==> config.mk <==
export PLATFORM = sky130hd
export DESIGN_NAME = socks5_client_connect_handshake_core
export DESIGN_NICKNAME = d
export VERILOG_FILES = /design/src/hw/rtl/socks_pkg.sv /design/src/hw/rtl/socks_queue.sv /design/src/hw/rtl/socks_front.sv /design/src/hw/rtl/socks_back.sv /design/src/hw/rtl/socks5_client_connect_handshake_core.sv
export SDC_FILE = /design/constraint.sdc
export NUM_CORES = 1
export LEC_CHECK = 0
export BUFFER_PORTS_ARGS = -buffer_cell sky130_fd_sc_hd__buf_2
export CAP_MARGIN = 10
export CORE_ASPECT_RATIO = 1.75
export CORE_MARGIN = 5
export CORE_UTILIZATION = 63
export CTS_BUF_LIST = sky130_fd_sc_hd__clkbuf_8
export DETAILED_ROUTE_END_ITERATION = 7
export PLACE_DENSITY_LB_ADDON = 0.2
export SYNTH_ARGS = -nofsm -noshare
export SYNTH_HDL_FRONTEND = slang
export SYNTH_HIERARCHICAL = 1
export SYNTH_SLANG_ARGS = --single-unit
==> constraint.sdc <==
create_clock -name clock -period 15 [get_ports clock]
set_input_delay 3 -clock clock [delete_from_list [all_inputs] [get_ports clock]]
set_output_delay 3 -clock clock [all_outputs]
set_load 0.03 [all_outputs]
==> src/hw/rtl/socks_pkg.sv <==
// shared types, codes and byte-sequence helpers for the socks5 connect handshake core
// no dependencies; imported by every module of the block

package socks_pkg;

   // queue depth between the protocol front and the byte serializer
   localparam int QUEUE_DEPTH = 4;

   // action codes of a request transaction
   localparam logic [1:0] ACT_START = 2'd0;
   localparam logic [1:0] ACT_BYTE  = 2'd1;
   localparam logic [1:0] ACT_CLOSE = 2'd2;

   // result kinds
   localparam logic [1:0] KIND_TX    = 2'd0;
   localparam logic [1:0] KIND_READY = 2'd1;
   localparam logic [1:0] KIND_FAIL  = 2'd2;

   // protocol bytes
   localparam logic [7:0] SOCKS_VER   = 8'd5;
   localparam logic [7:0] NUM_METHODS = 8'd1;
   localparam logic [7:0] METHOD_NONE = 8'd0;
   localparam logic [7:0] CMD_CONNECT = 8'd1;
   localparam logic [7:0] RSV_BYTE    = 8'd0;
   localparam logic [7:0] STATUS_OK   = 8'd0;
   localparam logic [7:0] ATYP_IPV4   = 8'd1;
   localparam logic [7:0] ATYP_NAME   = 8'd3;
   localparam logic [7:0] ATYP_IPV6   = 8'd4;

   // bound address lengths including the port
   localparam logic [8:0] SKIP_IPV4 = 9'd6;
   localparam logic [8:0] SKIP_IPV6 = 9'd18;
   localparam logic [8:0] PORT_LEN  = 9'd2;

   // longest byte run and its index width
   localparam int          MAX_RUN   = 22;
   localparam logic [4:0]  LEN_GREET = 5'd3;
   localparam logic [4:0]  LEN_REQ4  = 5'd10;
   localparam logic [4:0]  LEN_REQ6  = 5'd22;
   localparam logic [4:0]  LEN_ONE   = 5'd1;
   localparam logic [4:0]  LAST_POS  = 5'd21;

   typedef struct packed {
      logic [1:0]  action;
      logic        address_family;
      logic [63:0] dest_addr_high;
      logic [63:0] dest_addr_low;
      logic [15:0] dest_port;
      logic [7:0]  rx_byte;
   } req_type;

   typedef struct packed {
      logic [1:0] out_kind;
      logic [7:0] tx_byte;
      logic       last_of_run;
   } rsp_type;

   // handshake phases of the front
   typedef enum logic [2:0] {
      PH_IDLE,
      PH_METHOD,
      PH_HEAD,
      PH_NAMELEN,
      PH_SKIP,
      PH_DONE
   } phase_type;

   typedef enum logic [1:0] {
      JOB_GREET,
      JOB_REQUEST,
      JOB_READY,
      JOB_FAIL
   } job_kind_type;

   // one unit of work handed from front to back
   typedef struct packed {
      job_kind_type kind;
      logic         family;
      logic [63:0]  addr_high;
      logic [63:0]  addr_low;
      logic [15:0]  port;
   } job_type;

   // number of results a job produces
   function automatic logic [4:0] job_len(job_type j);
      logic [4:0] len;
      case (j.kind)
         JOB_GREET:   len = LEN_GREET;
         JOB_REQUEST: len = j.family ? LEN_REQ6 : LEN_REQ4;
         default:     len = LEN_ONE;
      endcase
      return len;
   endfunction

   // transmit byte at position idx of a job, first byte at the top of the sequence
   function automatic logic [7:0] job_byte(job_type j, logic [4:0] idx);
      logic [175:0] seq;
      logic [4:0]   pos;
      seq = '0;
      case (j.kind)
         JOB_GREET: begin
            seq = {SOCKS_VER, NUM_METHODS, METHOD_NONE, 152'd0};
         end
         JOB_REQUEST: begin
            if (j.family) begin
               seq = {SOCKS_VER, CMD_CONNECT, RSV_BYTE, ATYP_IPV6,
                      j.addr_high, j.addr_low, j.port};
            end else begin
               seq = {SOCKS_VER, CMD_CONNECT, RSV_BYTE, ATYP_IPV4,
                      j.addr_low[31:0], j.port, 96'd0};
            end
         end
         default: begin
            seq = '0;
         end
      endcase
      pos = LAST_POS - idx;
      return seq[{pos, 3'b000} +: 8];
   endfunction

endpackage

==> src/hw/rtl/socks_queue.sv <==
// small job queue between the protocol front and the byte serializer
// depends on socks_pkg for the job type

module socks_queue
   import socks_pkg::*;
#(
   parameter int DEPTH = QUEUE_DEPTH
) (
   input  logic    clock,
   input  logic    reset,
   input  logic    push,
   input  job_type push_job,
   output logic    full,
   input  logic    pop,
   output job_type pop_job,
   output logic    empty
);

   localparam int PTR_W = (DEPTH > 1) ? $clog2(DEPTH) : 1;
   localparam int CNT_W = $clog2(DEPTH + 1);

   job_type          slot_ff [DEPTH];
   logic [PTR_W-1:0] wr_ptr_ff, wr_ptr_in;
   logic [PTR_W-1:0] rd_ptr_ff, rd_ptr_in;
   logic [CNT_W-1:0] count_ff, count_in;

   assign full    = (count_ff == CNT_W'(DEPTH));
   assign empty   = (count_ff == '0);
   assign pop_job = slot_ff[rd_ptr_ff];

   // pointer and fill tracking
   always_comb begin
      wr_ptr_in = wr_ptr_ff;
      rd_ptr_in = rd_ptr_ff;
      count_in  = count_ff;
      if (push) begin
         wr_ptr_in = (wr_ptr_ff == PTR_W'(DEPTH - 1)) ? '0 : wr_ptr_ff + 1'b1;
      end
      if (pop) begin
         rd_ptr_in = (rd_ptr_ff == PTR_W'(DEPTH - 1)) ? '0 : rd_ptr_ff + 1'b1;
      end
      if (push && !pop) begin
         count_in = count_ff + 1'b1;
      end else if (pop && !push) begin
         count_in = count_ff - 1'b1;
      end
   end

   always_ff @(posedge clock) begin
      if (reset) begin
         wr_ptr_ff <= '0;
         rd_ptr_ff <= '0;
         count_ff  <= '0;
      end else begin
         wr_ptr_ff <= wr_ptr_in;
         rd_ptr_ff <= rd_ptr_in;
         count_ff  <= count_in;
      end
   end

   // storage write
   always_ff @(posedge clock) begin
      if (push) begin
         slot_ff[wr_ptr_ff] <= push_job;
      end
   end

   assert property (@(posedge clock) disable iff (reset) push |-> !full)
      else $error("job pushed into a full queue");
   assert property (@(posedge clock) disable iff (reset) pop |-> !empty)
      else $error("job popped from an empty queue");

endmodule

==> src/hw/rtl/socks_front.sv <==
// protocol front: accepts request transactions, checks proxy replies, queues jobs
// depends on socks_pkg for codes, phases and the job type

module socks_front
   import socks_pkg::*;
(
   input  logic    clock,
   input  logic    reset,
   input  logic    req_valid,
   output logic    req_ready,
   input  req_type req_data,
   output logic    push,
   output job_type push_job,
   input  logic    q_full
);

   phase_type   phase_ff, phase_in;
   logic [1:0]  count_ff, count_in;
   logic [8:0]  skip_ff, skip_in;
   logic [8:0]  skip_dec;
   logic        family_ff;
   logic [63:0] addr_high_ff;
   logic [63:0] addr_low_ff;
   logic [15:0] port_ff;
   logic        fire;
   logic        in_hs;
   logic [7:0]  rx;

   assign req_ready = !q_full;
   assign fire      = req_valid && req_ready;
   assign rx        = req_data.rx_byte;
   assign in_hs     = (phase_ff inside {PH_METHOD, PH_HEAD, PH_NAMELEN, PH_SKIP});
   assign skip_dec  = (skip_ff != '0) ? skip_ff - 1'b1 : skip_ff;

   // next state
   always_comb begin
      phase_in = phase_ff;
      count_in = count_ff;
      skip_in  = skip_ff;
      if (fire) begin
         case (req_data.action)
            ACT_START: begin
               phase_in = PH_METHOD;
               count_in = '0;
               skip_in  = '0;
            end
            ACT_CLOSE: begin
               if (in_hs) begin
                  phase_in = PH_DONE;
               end
            end
            ACT_BYTE: begin
               case (phase_ff)
                  PH_METHOD: begin
                     if (count_ff == 2'd0) begin
                        if (rx != SOCKS_VER) phase_in = PH_DONE;
                        else count_in = 2'd1;
                     end else if (rx != METHOD_NONE) begin
                        phase_in = PH_DONE;
                     end else begin
                        phase_in = PH_HEAD;
                        count_in = '0;
                     end
                  end
                  PH_HEAD: begin
                     if (count_ff == 2'd0) begin
                        if (rx != SOCKS_VER) phase_in = PH_DONE;
                        else count_in = count_ff + 1'b1;
                     end else if (count_ff == 2'd1) begin
                        if (rx != STATUS_OK) phase_in = PH_DONE;
                        else count_in = count_ff + 1'b1;
                     end else if (count_ff == 2'd2) begin
                        if (rx != RSV_BYTE) phase_in = PH_DONE;
                        else count_in = count_ff + 1'b1;
                     end else begin
                        count_in = '0;
                        if (rx == ATYP_IPV4) begin
                           skip_in  = SKIP_IPV4;
                           phase_in = PH_SKIP;
                        end else if (rx == ATYP_IPV6) begin
                           skip_in  = SKIP_IPV6;
                           phase_in = PH_SKIP;
                        end else if (rx == ATYP_NAME) begin
                           phase_in = PH_NAMELEN;
                        end else begin
                           phase_in = PH_DONE;
                        end
                     end
                  end
                  PH_NAMELEN: begin
                     skip_in  = 9'(rx) + PORT_LEN;
                     phase_in = PH_SKIP;
                  end
                  PH_SKIP: begin
                     skip_in = skip_dec;
                     if (skip_dec == '0) phase_in = PH_DONE;
                  end
                  default: begin
                     phase_in = phase_ff;
                  end
               endcase
            end
            default: begin
               phase_in = phase_ff;
            end
         endcase
      end
   end

   // job output: greeting on start, request after method reply, verdict on finish
   always_comb begin
      push                = 1'b0;
      push_job.kind       = JOB_FAIL;
      push_job.family     = family_ff;
      push_job.addr_high  = addr_high_ff;
      push_job.addr_low   = addr_low_ff;
      push_job.port       = port_ff;
      if (fire) begin
         if (req_data.action == ACT_START) begin
            push          = 1'b1;
            push_job.kind = JOB_GREET;
         end else if (phase_ff == PH_METHOD && phase_in == PH_HEAD) begin
            push          = 1'b1;
            push_job.kind = JOB_REQUEST;
         end else if (phase_in == PH_DONE && phase_ff != PH_DONE) begin
            push          = 1'b1;
            push_job.kind = (phase_ff == PH_SKIP && req_data.action == ACT_BYTE)
                            ? JOB_READY : JOB_FAIL;
         end
      end
   end

   always_ff @(posedge clock) begin
      if (reset) begin
         phase_ff  <= PH_IDLE;
         count_ff  <= '0;
         skip_ff   <= '0;
         family_ff <= 1'b0;
      end else begin
         phase_ff <= phase_in;
         count_ff <= count_in;
         skip_ff  <= skip_in;
         if (fire && req_data.action == ACT_START) begin
            family_ff <= req_data.address_family;
         end
      end
   end

   // saved destination, written on every start
   always_ff @(posedge clock) begin
      if (fire && req_data.action == ACT_START) begin
         addr_high_ff <= req_data.dest_addr_high;
         addr_low_ff  <= req_data.dest_addr_low;
         port_ff      <= req_data.dest_port;
      end
   end

   assert property (@(posedge clock) disable iff (reset)
      (push && push_job.kind == JOB_REQUEST) |=> (phase_ff == PH_HEAD))
      else $error("request queued without moving to reply header");
   assert property (@(posedge clock) disable iff (reset)
      (fire && req_data.action == ACT_BYTE && !in_hs) |-> !push)
      else $error("byte outside the handshake produced a job");

endmodule

==> src/hw/rtl/socks_back.sv <==
// back end: serializes queued jobs into results, one per unstalled cycle
// depends on socks_pkg for the job type, lengths and byte helper

module socks_back
   import socks_pkg::*;
(
   input  logic    clock,
   input  logic    reset,
   input  logic    q_empty,
   input  job_type q_job,
   output logic    pop,
   output logic    rsp_valid,
   input  logic    rsp_ready,
   output rsp_type rsp_data
);

   job_type    job_ff;
   logic       active_ff, active_in;
   logic [4:0] idx_ff, idx_in;
   logic       rsp_valid_ff, rsp_valid_in;
   rsp_type    rsp_data_ff, rsp_data_in;
   logic       load_ok;
   logic       emit;
   logic       last;

   assign load_ok   = !rsp_valid_ff || rsp_ready;
   assign emit      = active_ff && load_ok;
   assign last      = (idx_ff == job_len(job_ff) - 1'b1);
   assign pop       = !q_empty && (!active_ff || (emit && last));
   assign rsp_valid = rsp_valid_ff;
   assign rsp_data  = rsp_data_ff;

   // job sequencing
   always_comb begin
      active_in = active_ff;
      idx_in    = idx_ff;
      if (pop) begin
         active_in = 1'b1;
         idx_in    = '0;
      end else if (emit && last) begin
         active_in = 1'b0;
      end else if (emit) begin
         idx_in = idx_ff + 1'b1;
      end
   end

   // output register
   always_comb begin
      rsp_valid_in = rsp_valid_ff && !rsp_ready;
      rsp_data_in  = rsp_data_ff;
      if (emit) begin
         rsp_valid_in = 1'b1;
         rsp_data_in.last_of_run = last;
         case (job_ff.kind)
            JOB_READY: begin
               rsp_data_in.out_kind = KIND_READY;
               rsp_data_in.tx_byte  = '0;
            end
            JOB_FAIL: begin
               rsp_data_in.out_kind = KIND_FAIL;
               rsp_data_in.tx_byte  = '0;
            end
            default: begin
               rsp_data_in.out_kind = KIND_TX;
               rsp_data_in.tx_byte  = job_byte(job_ff, idx_ff);
            end
         endcase
      end
   end

   always_ff @(posedge clock) begin
      if (reset) begin
         active_ff    <= 1'b0;
         idx_ff       <= '0;
         rsp_valid_ff <= 1'b0;
      end else begin
         active_ff    <= active_in;
         idx_ff       <= idx_in;
         rsp_valid_ff <= rsp_valid_in;
      end
   end

   always_ff @(posedge clock) begin
      rsp_data_ff <= rsp_data_in;
      if (pop) begin
         job_ff <= q_job;
      end
   end

   assert property (@(posedge clock) disable iff (reset)
      active_ff |-> (idx_ff < job_len(job_ff)))
      else $error("byte index past the end of the job");
   assert property (@(posedge clock) disable iff (reset)
      (rsp_valid && rsp_data.out_kind != KIND_TX) |->
      (rsp_data.last_of_run && rsp_data.tx_byte == '0))
      else $error("verdict transaction not a single zero-byte run");

endmodule

==> src/hw/rtl/socks5_client_connect_handshake_core.sv <==
// top level of the socks5 no-auth connect handshake client core
// depends on socks_pkg, socks_front, socks_queue and socks_back
//
//   channel  direction  handshake              payload
//   req_     in         req_valid / req_ready  req_type: action, family, address, port, byte
//   rsp_     out        rsp_valid / rsp_ready  rsp_type: out_kind, tx_byte, last_of_run
//
// the front accepts one request transaction per cycle while the job queue has room
// the back emits one result per cycle when not stalled; start 3, request 10 or 22, verdict 1
// request bursts are bounded by the back's one-byte-per-cycle serializer and by rsp_ready
// reset (synchronous) clears phase, queue and output valid; saved destination is not cleared
// a stalled rsp_ready fills the queue, after which req_ready drops

module socks5_client_connect_handshake_core
   import socks_pkg::*;
#(
   parameter int DEPTH = QUEUE_DEPTH
) (
   input  logic    clock,
   input  logic    reset,
   input  logic    req_valid,
   output logic    req_ready,
   input  req_type req_data,
   output logic    rsp_valid,
   input  logic    rsp_ready,
   output rsp_type rsp_data
);

   logic    push;
   logic    pop;
   logic    q_full;
   logic    q_empty;
   job_type push_job;
   job_type pop_job;

   // protocol checker and job producer
   socks_front u_front (
      .clock     (clock),
      .reset     (reset),
      .req_valid (req_valid),
      .req_ready (req_ready),
      .req_data  (req_data),
      .push      (push),
      .push_job  (push_job),
      .q_full    (q_full)
   );

   // decoupling queue
   socks_queue #(
      .DEPTH (DEPTH)
   ) u_queue (
      .clock    (clock),
      .reset    (reset),
      .push     (push),
      .push_job (push_job),
      .full     (q_full),
      .pop      (pop),
      .pop_job  (pop_job),
      .empty    (q_empty)
   );

   // result serializer
   socks_back u_back (
      .clock     (clock),
      .reset     (reset),
      .q_empty   (q_empty),
      .q_job     (pop_job),
      .pop       (pop),
      .rsp_valid (rsp_valid),
      .rsp_ready (rsp_ready),
      .rsp_data  (rsp_data)
   );

endmodule

---- After elaboration in Yosys (flattened, before gate mapping) ----
Memories as Yosys holds them, arrays and structs flattened. A register that Yosys moved wholly into a read port is not among the register bits.
Cells that the tools add are included.
word-level totals
  flip-flop bits (word level) ............. 184
  memory bits (writable) .................. 588
  bits of input ports ..................... 159
  output and inout bits ................... 13
  word-level logic and storage cells ...... 154
  memories kept ........................... 1
operators by class
  add/subtract/negate cells ............... 10
  eq/ne operators ......................... 31
  shifts and indexed selects .............. 1
  muxes and demuxes ....................... 58
  bitwise operators ....................... 1
  reduce and logical (&&, ||, !) cells .... 36
memory list
  name             words  width  read ports  clocked after Yosys merged registers in  wr ports  line               RTL
  u_queue.slot_ff  4      147    1           1                                        1         socks_queue.sv:22  job_type slot_ff [DEPTH];
operators with widths
  kind                 count
  $mux 176             2
  $pmux 176 s2         1
  $shiftx 176x9->8     1
  $mux 147             1
  $mux 9               6
  $mux 3               15
  $mux 2               14
  $pmux 9 s3           1
  $pmux 10 s2          1
  $pmux 9 s2           1
  $ne 4x4->1 const B   4
  $eq 2x2->1 const B   6
  $ne 3x3->1 const B   4
  $pmux 3 s4           1
  $logic_and 1x1->1    11
  $mux 1               10
  $pmux 5 s2           1
  $add 8x2->9 const B  1
  $eq 3x2->1 const B   3
  $eq 3x3->1 const B   3
  $logic_not 9->1      1
  $pmux 3 s3           1
  $reduce_bool 9->1    1
  $sub 9x1->9 const B  1
  29 further kinds     46

---- Depth between registers and ports, before layout ----
  depth after elaboration ................. 20
  mapped depth ............................ 17
  gate-level depth less buffers ........... 15

---- Modules after synthesis ----
The synthesis kept the hierarchy.
by module, submodules not included
  module       times used  cells an instance  area an instance (µm²)  seq. area each (µm²)
  socks_queue  1           812                21799.7                 17837.1
  socks_back   1           384                7006.7                  4884.7
  socks_front  1           377                5959.5                  4624.4

---- Worst setup path before layout ----
No wires, ideal clock.
  path kind ............................... input -> register
  start ................................... in rsp_ready
  end ..................................... reg u_queue.count_ff[2]
  setup time .............................. 0.070 ns
  data arrival time ....................... 12.159 ns
  data required time ...................... 14.930 ns
  slack ................................... 2.772 ns
  stages on the path ...................... 10
  buffers on the path ..................... 0
  cells stage by stage .................... nand2b_1 > nand4_1 > a21oi_1 > inv_1 > ha_1 > inv_1 > fa_1 > xor2_1 > or3_1 > a21oi_1
on the way
  cells in the longest elaborated chain, start to end .. 8
  elaborated cells between the ends (all ways) .. 10
RTL lines
  item                                         line                                        RTL
  start: declaration                           socks5_client_connect_handshake_core.sv:25  input logic rsp_ready,
  $logic_or 1x1->1 (*)                         socks_back.sv:26                            assign load_ok = !rsp_valid_ff || rsp_ready;
  $logic_and 1x1->1 (*)                        socks_back.sv:27                            assign emit = active_ff && load_ok;
  $logic_and 1x1->1 (*)                        socks_back.sv:29                            assign pop = !q_empty && (!active_ff || (emit && last));
  $logic_or 1x1->1 (*)                         socks_back.sv:29
  $logic_and 1x1->1 (*)                        socks_back.sv:29
  named net pop                                socks5_client_connect_handshake_core.sv:30  logic pop;
  $logic_not 1->1                              socks_queue.sv:42                           if (push && !pop) begin
  $logic_and 1x1->1                            socks_queue.sv:42
  $mux 3 or $reduce_bool 2->1 (tied branches)  --
  end signal: assignment                       socks_queue.sv:57                           count_ff <= count_in;
  end: declaration                             socks_queue.sv:25                           logic [CNT_W-1:0] count_ff, count_in;
Mark *: on every way through the listed nets, which the timed path passes. The rest lies on a longest branch.
A chain may end at the register's enable or synchronous reset.

---- Worst setup path in the final report ----
  start ................................... in req_valid
  end ..................................... mem u_queue/slot_ff[2][20] (netlist bit) (enable)
on the way
  cells in the longest elaborated chain, start to end .. 10
  elaborated cells between the ends (all ways) .. 12
RTL lines
  item                              line                                        RTL
  start: declaration                socks5_client_connect_handshake_core.sv:21  input logic req_valid,
  $logic_and 1x1->1 (*)             socks_front.sv:30                           assign fire = req_valid && req_ready;
  $mux 3                            socks_front.sv:40                           if (fire) begin
  $eq 3x3->1                        socks_front.sv:125                          end else if (phase_in == PH_DONE && phase_ff != PH_DONE) begin
  $logic_and 1x1->1                 socks_front.sv:125
  $mux 1                            socks_front.sv:125
  $mux 1                            socks_front.sv:122                          end else if (phase_ff == PH_METHOD && phase_in == PH_HEAD) begin
  $mux 1                            socks_front.sv:119                          if (req_data.action == ACT_START) begin
  $mux 1 (*)                        socks_front.sv:118                          if (fire) begin
  named net push                    socks5_client_connect_handshake_core.sv:29  logic push;
  $mux 1 (*)                        socks_queue.sv:63                           if (push) begin
  $mux 1 (not written as such) (*)  socks_queue.sv:64                           slot_ff[wr_ptr_ff] <= push_job;
  end: declaration                  socks_queue.sv:22
Marks and branches as above.

==> summary.txt <==
Setup path
  • Critical path's largest stage delay: 850 ps
  • Worst endpoint data arrival time: 8420 ps
  • Worst Setup End Kind: flop
  • Critical Path RT: 15350 ps
  • Slowest CP cell: o31ai_1
  • Worst-path maximum fanout: 77
  • Reg2reg setup slack: 8700 ps
  • Most frequent cell on the critical path: buf_4
  • Type of the worst setup path: primary input to flop
  • Crit-path cells: buf_2, nor2b_1, nand2_1, inv_6, a311o_1, nand4_1, a2111oi_2, nor3_2, o31ai_1, and2_4, buf_4, buf_4
  • Crit path launch type: primary input

Floorplanning
  • Starting Density: 63.3%
  • Die height: 321 µm
  • # IOs: 172
  • Core area: 54900 µm²
  • Rows: 114
  • Die Wd: 188 µm
  • Die footprint: 60200 µm²

STA
  • Final Cycle Share: 53.8%
  • Slew at the pin closest to its max-slew limit: 1100 ps
  • Minimum clock period: 8070 ps
  • Endpoints failing hold: 0
  • Final setup viols: 0
  • PnR worst setup slack: 6930 ps
  • Final Max Tran Viols: 0
  • Achievable Freq: 124 MHz
  • RSZ-0062 raised after global routing: no
  • Worst rel slew slack: 26.4%
  • Setup TNS after final layout: 0 ps
  • Clock skew: 50.7 ps
  • Min Hold Slack: 488 ps

Place
  • Post-place setup slack: 6140 ps
  • Final HPWL DP: 42.8 mm
  • I/O Buffers: 171
  • Routability Congestion: 0.901

Finish
  • Reg area: 27400 µm²
  • Layout cells sized above 1: 28.7%
  • Area Growth Syn to Fin: 10.3%
  • # fillers: 3266
  • Fin util: 69.8%
  • Nets: 1988
  • Multi-input gate area: 6780 µm²

Clocking
  • TritonCTS clock tree: built
  • Clock Path Buffers: 3
  • Post-CTS Hold Buffers: 0
  • Clock slew at reported path FFs: 60 ps
  • Cts bufs inserted: 119
  • Clock Tree Root: clkbuf_8
  • Post-CTS setup buffers: 0
  • Number of H-tree levels: 3
  • CTS Sinks: 921
  • Post-CTS resize count: 0
  • Clk_lat worst skew: 750 ps

Logic synthesis
  • Post-Syn Instances: 1573
  • Synth top area share: 76.9%
  • Largest area contributor in the netlist: edfxtp_1
  • Syn nets: 1748
  • Syn. warnings: 6
  • Flops & latches, synth: 921
  • Syn Std Cell Area: 34800 µm²
  • Ranking of synthesized cells by area: edfxtp_1 (77%), mux4_2 (12%), dfxtp_1 (1.8%)
  • Post-synth cell types: 72
  • Seq/Total Area, Yosys: 78.7%
  • Ys async rst share: 0%
  • Top_reg_cell synth: edfxtp_1
  • Mean Syn Cell Area: 22.1 µm²
  • Number of enable flip-flop cells after synthesis: 890

Global route
  • Vias in the first global route: 16727
  • Tot GR Track Use: 22.7%
  • Largest net degree at the start of global routing: 78
  • First-pass GRT wire length: 102 mm
  • Initial antenna violation count: 3
  • Grt ovf: 0

Run status
  • Outcome: finished, final reports clean

Job
  • Max Cap Viol: 0

Power and ir drop
  • Maximum vdd drop: 110 µV
  • Power Total: 6.43 mW
  • Power Density: 168 nW/µm²
  • Leakage: 12.4 nW

Routing
  • Remaining antenna violation count after routing: 0
  • Via count: 15949
  • DR iter-0 viols: 1045
  • # DRC: 0
  • WL/cell: 25.6 µm
  • Via-to-Cell Ratio: 6.10
  • DR pass1 iterations: 5
  • Final WL: 66.9 mm

Hold path
  • Worst hold path class: flop to flop
==> worst max-delay path, delay by kind of cell <==
kind,cells,cell delay [ps]
AND/OR/NAND/NOR,5,1350
buffers and inverters,4,2320
AO/OA/AOI/OAI,3,1550
==> stage by stage <==
stage | instances | instance area, µm²
6_report | 2613 | 38300
5_1_grt | 2611 | 38300
4_1_cts | 2610 | 38300
3_5_place_dp | 2388 | 36100
3_3_place_gp | 2388 | 36100
2_1_floorplan | 1573 | 34800
==> layer usage <==
metal / vias up / track usage [%] / share of wire [%]
met2: 558 / 39.0 / 53
met4: 2 / 9.65 / 4.2
met1: 8200 / 28.7 / 38
li1: 7052 / - / -
met5: - / 0 / 0.030
met3: 137 / 4.41 / 5.5
==> area by class of cell <==
| class | instances | share of cell area, % |
|---|---|---|
| tap | 696 | 2.27 |
| antenna | 3 | 0.0196 |
| multi-input combinational | 561 | 17.7 |
| inverter | 20 | 0.209 |
| clock buffer | 123 | 4.41 |
| sequential | 921 | 71.3 |
| timing repair buffer | 190 | 2.60 |
| clock inverter | 99 | 1.48 |
==> sequential cells by signal, indices dropped and copies added, names as in the netlist, 5 cells and up, named ones only <==
register              count
u_back/idx_ff             5
u_front/skip_ff           9
u_front/addr_low_ff      64
u_queue/slot_ff         588
u_back/rsp_data          11
u_front/addr_high_ff     64
u_front/port_ff          16
u_back/job_ff           147
==> Yosys cell counts, drive strengths merged, types with 2 or more instances <==
library cell    n
edfxtp        890
mux4          185
buf            52
nor2           50
mux2i          37
a21oi          36
dfxtp          31
nand2          22
inv            20
clkbuf         19
o22ai          16
ha             15
nor3           15
o21ai          15
nor2b          12
nand2b         11
nand3          11
xnor2          11
nor4           10
a22oi           9
or3             8
xor2            8
a31oi           7
and2            7
a311oi          6
o31a            6
or2             6
a211oi          5
nand4           5
or4             4
and3            3
nand3b          3
nor3b           3
o211ai          3
o221ai          3
o31ai           3
or3b            3
a211o           2
a21boi          2
mux2            2
o21a            2
==> where the power goes <==
part,internal (mW),switching [mW],leakage (nW)
combinational,0.559,0.701,2.72
clock,0.851,0.861,1.30
sequential,3.28,0.184,8.40
==> kinds of logic after synthesis <==
group / after synthesis / synth area share, %
AND/OR/NAND/NOR: 178 / 2.78
AO/OA/AOI/OAI: 124 / 2.44
XOR/XNOR: 19 / 0.479
buffers and inverters: 91 / 1.91
multiplexers: 224 / 13.1
adder cells (fa/ha/maj): 16 / 0.597
flip-flops: 921 / 78.7
==> path summary, 6_finish.rpt <==
check                                 from                      to  cells past startpoint
setup / recovery                 req_valid  u_queue/slot_ff[2][20]                     12
setup reg to reg       u_queue/count_ff[0]  u_queue/slot_ff[2][20]                     12
hold / removal    u_front/addr_high_ff[16]  u_queue/slot_ff[2][96]                      0
hold reg to reg   u_front/addr_high_ff[16]  u_queue/slot_ff[2][96]                      0
==> cell usage in the layout, fill, tap and decap left out, types with 4 or more instances in the layout <==
master,n
nand2_1,22
o22ai_1,16
a211oi_1,5
o21ai_0,11
ha_1,15
a22oi_1,9
nor2_1,50
o21ai_1,4
a31oi_1,7
a311oi_1,6
bufinv_16,5
a21oi_1,34
mux4_2,185
clkinv_1,33
inv_1,55
dfxtp_1,28
o31a_1,6
xor2_1,8
clkinv_2,16
nor2b_1,12
or2_1,6
nor3_1,13
clkbuf_8,123
and2_4,4
buf_4,19
nand3_1,10
edfxtp_1,890
nand2b_1,11
xnor2_1,11
mux2i_1,37
or3_1,8
buf_2,171
nor4_1,9
nand4_1,5
(Power assumes the default switching activity.)
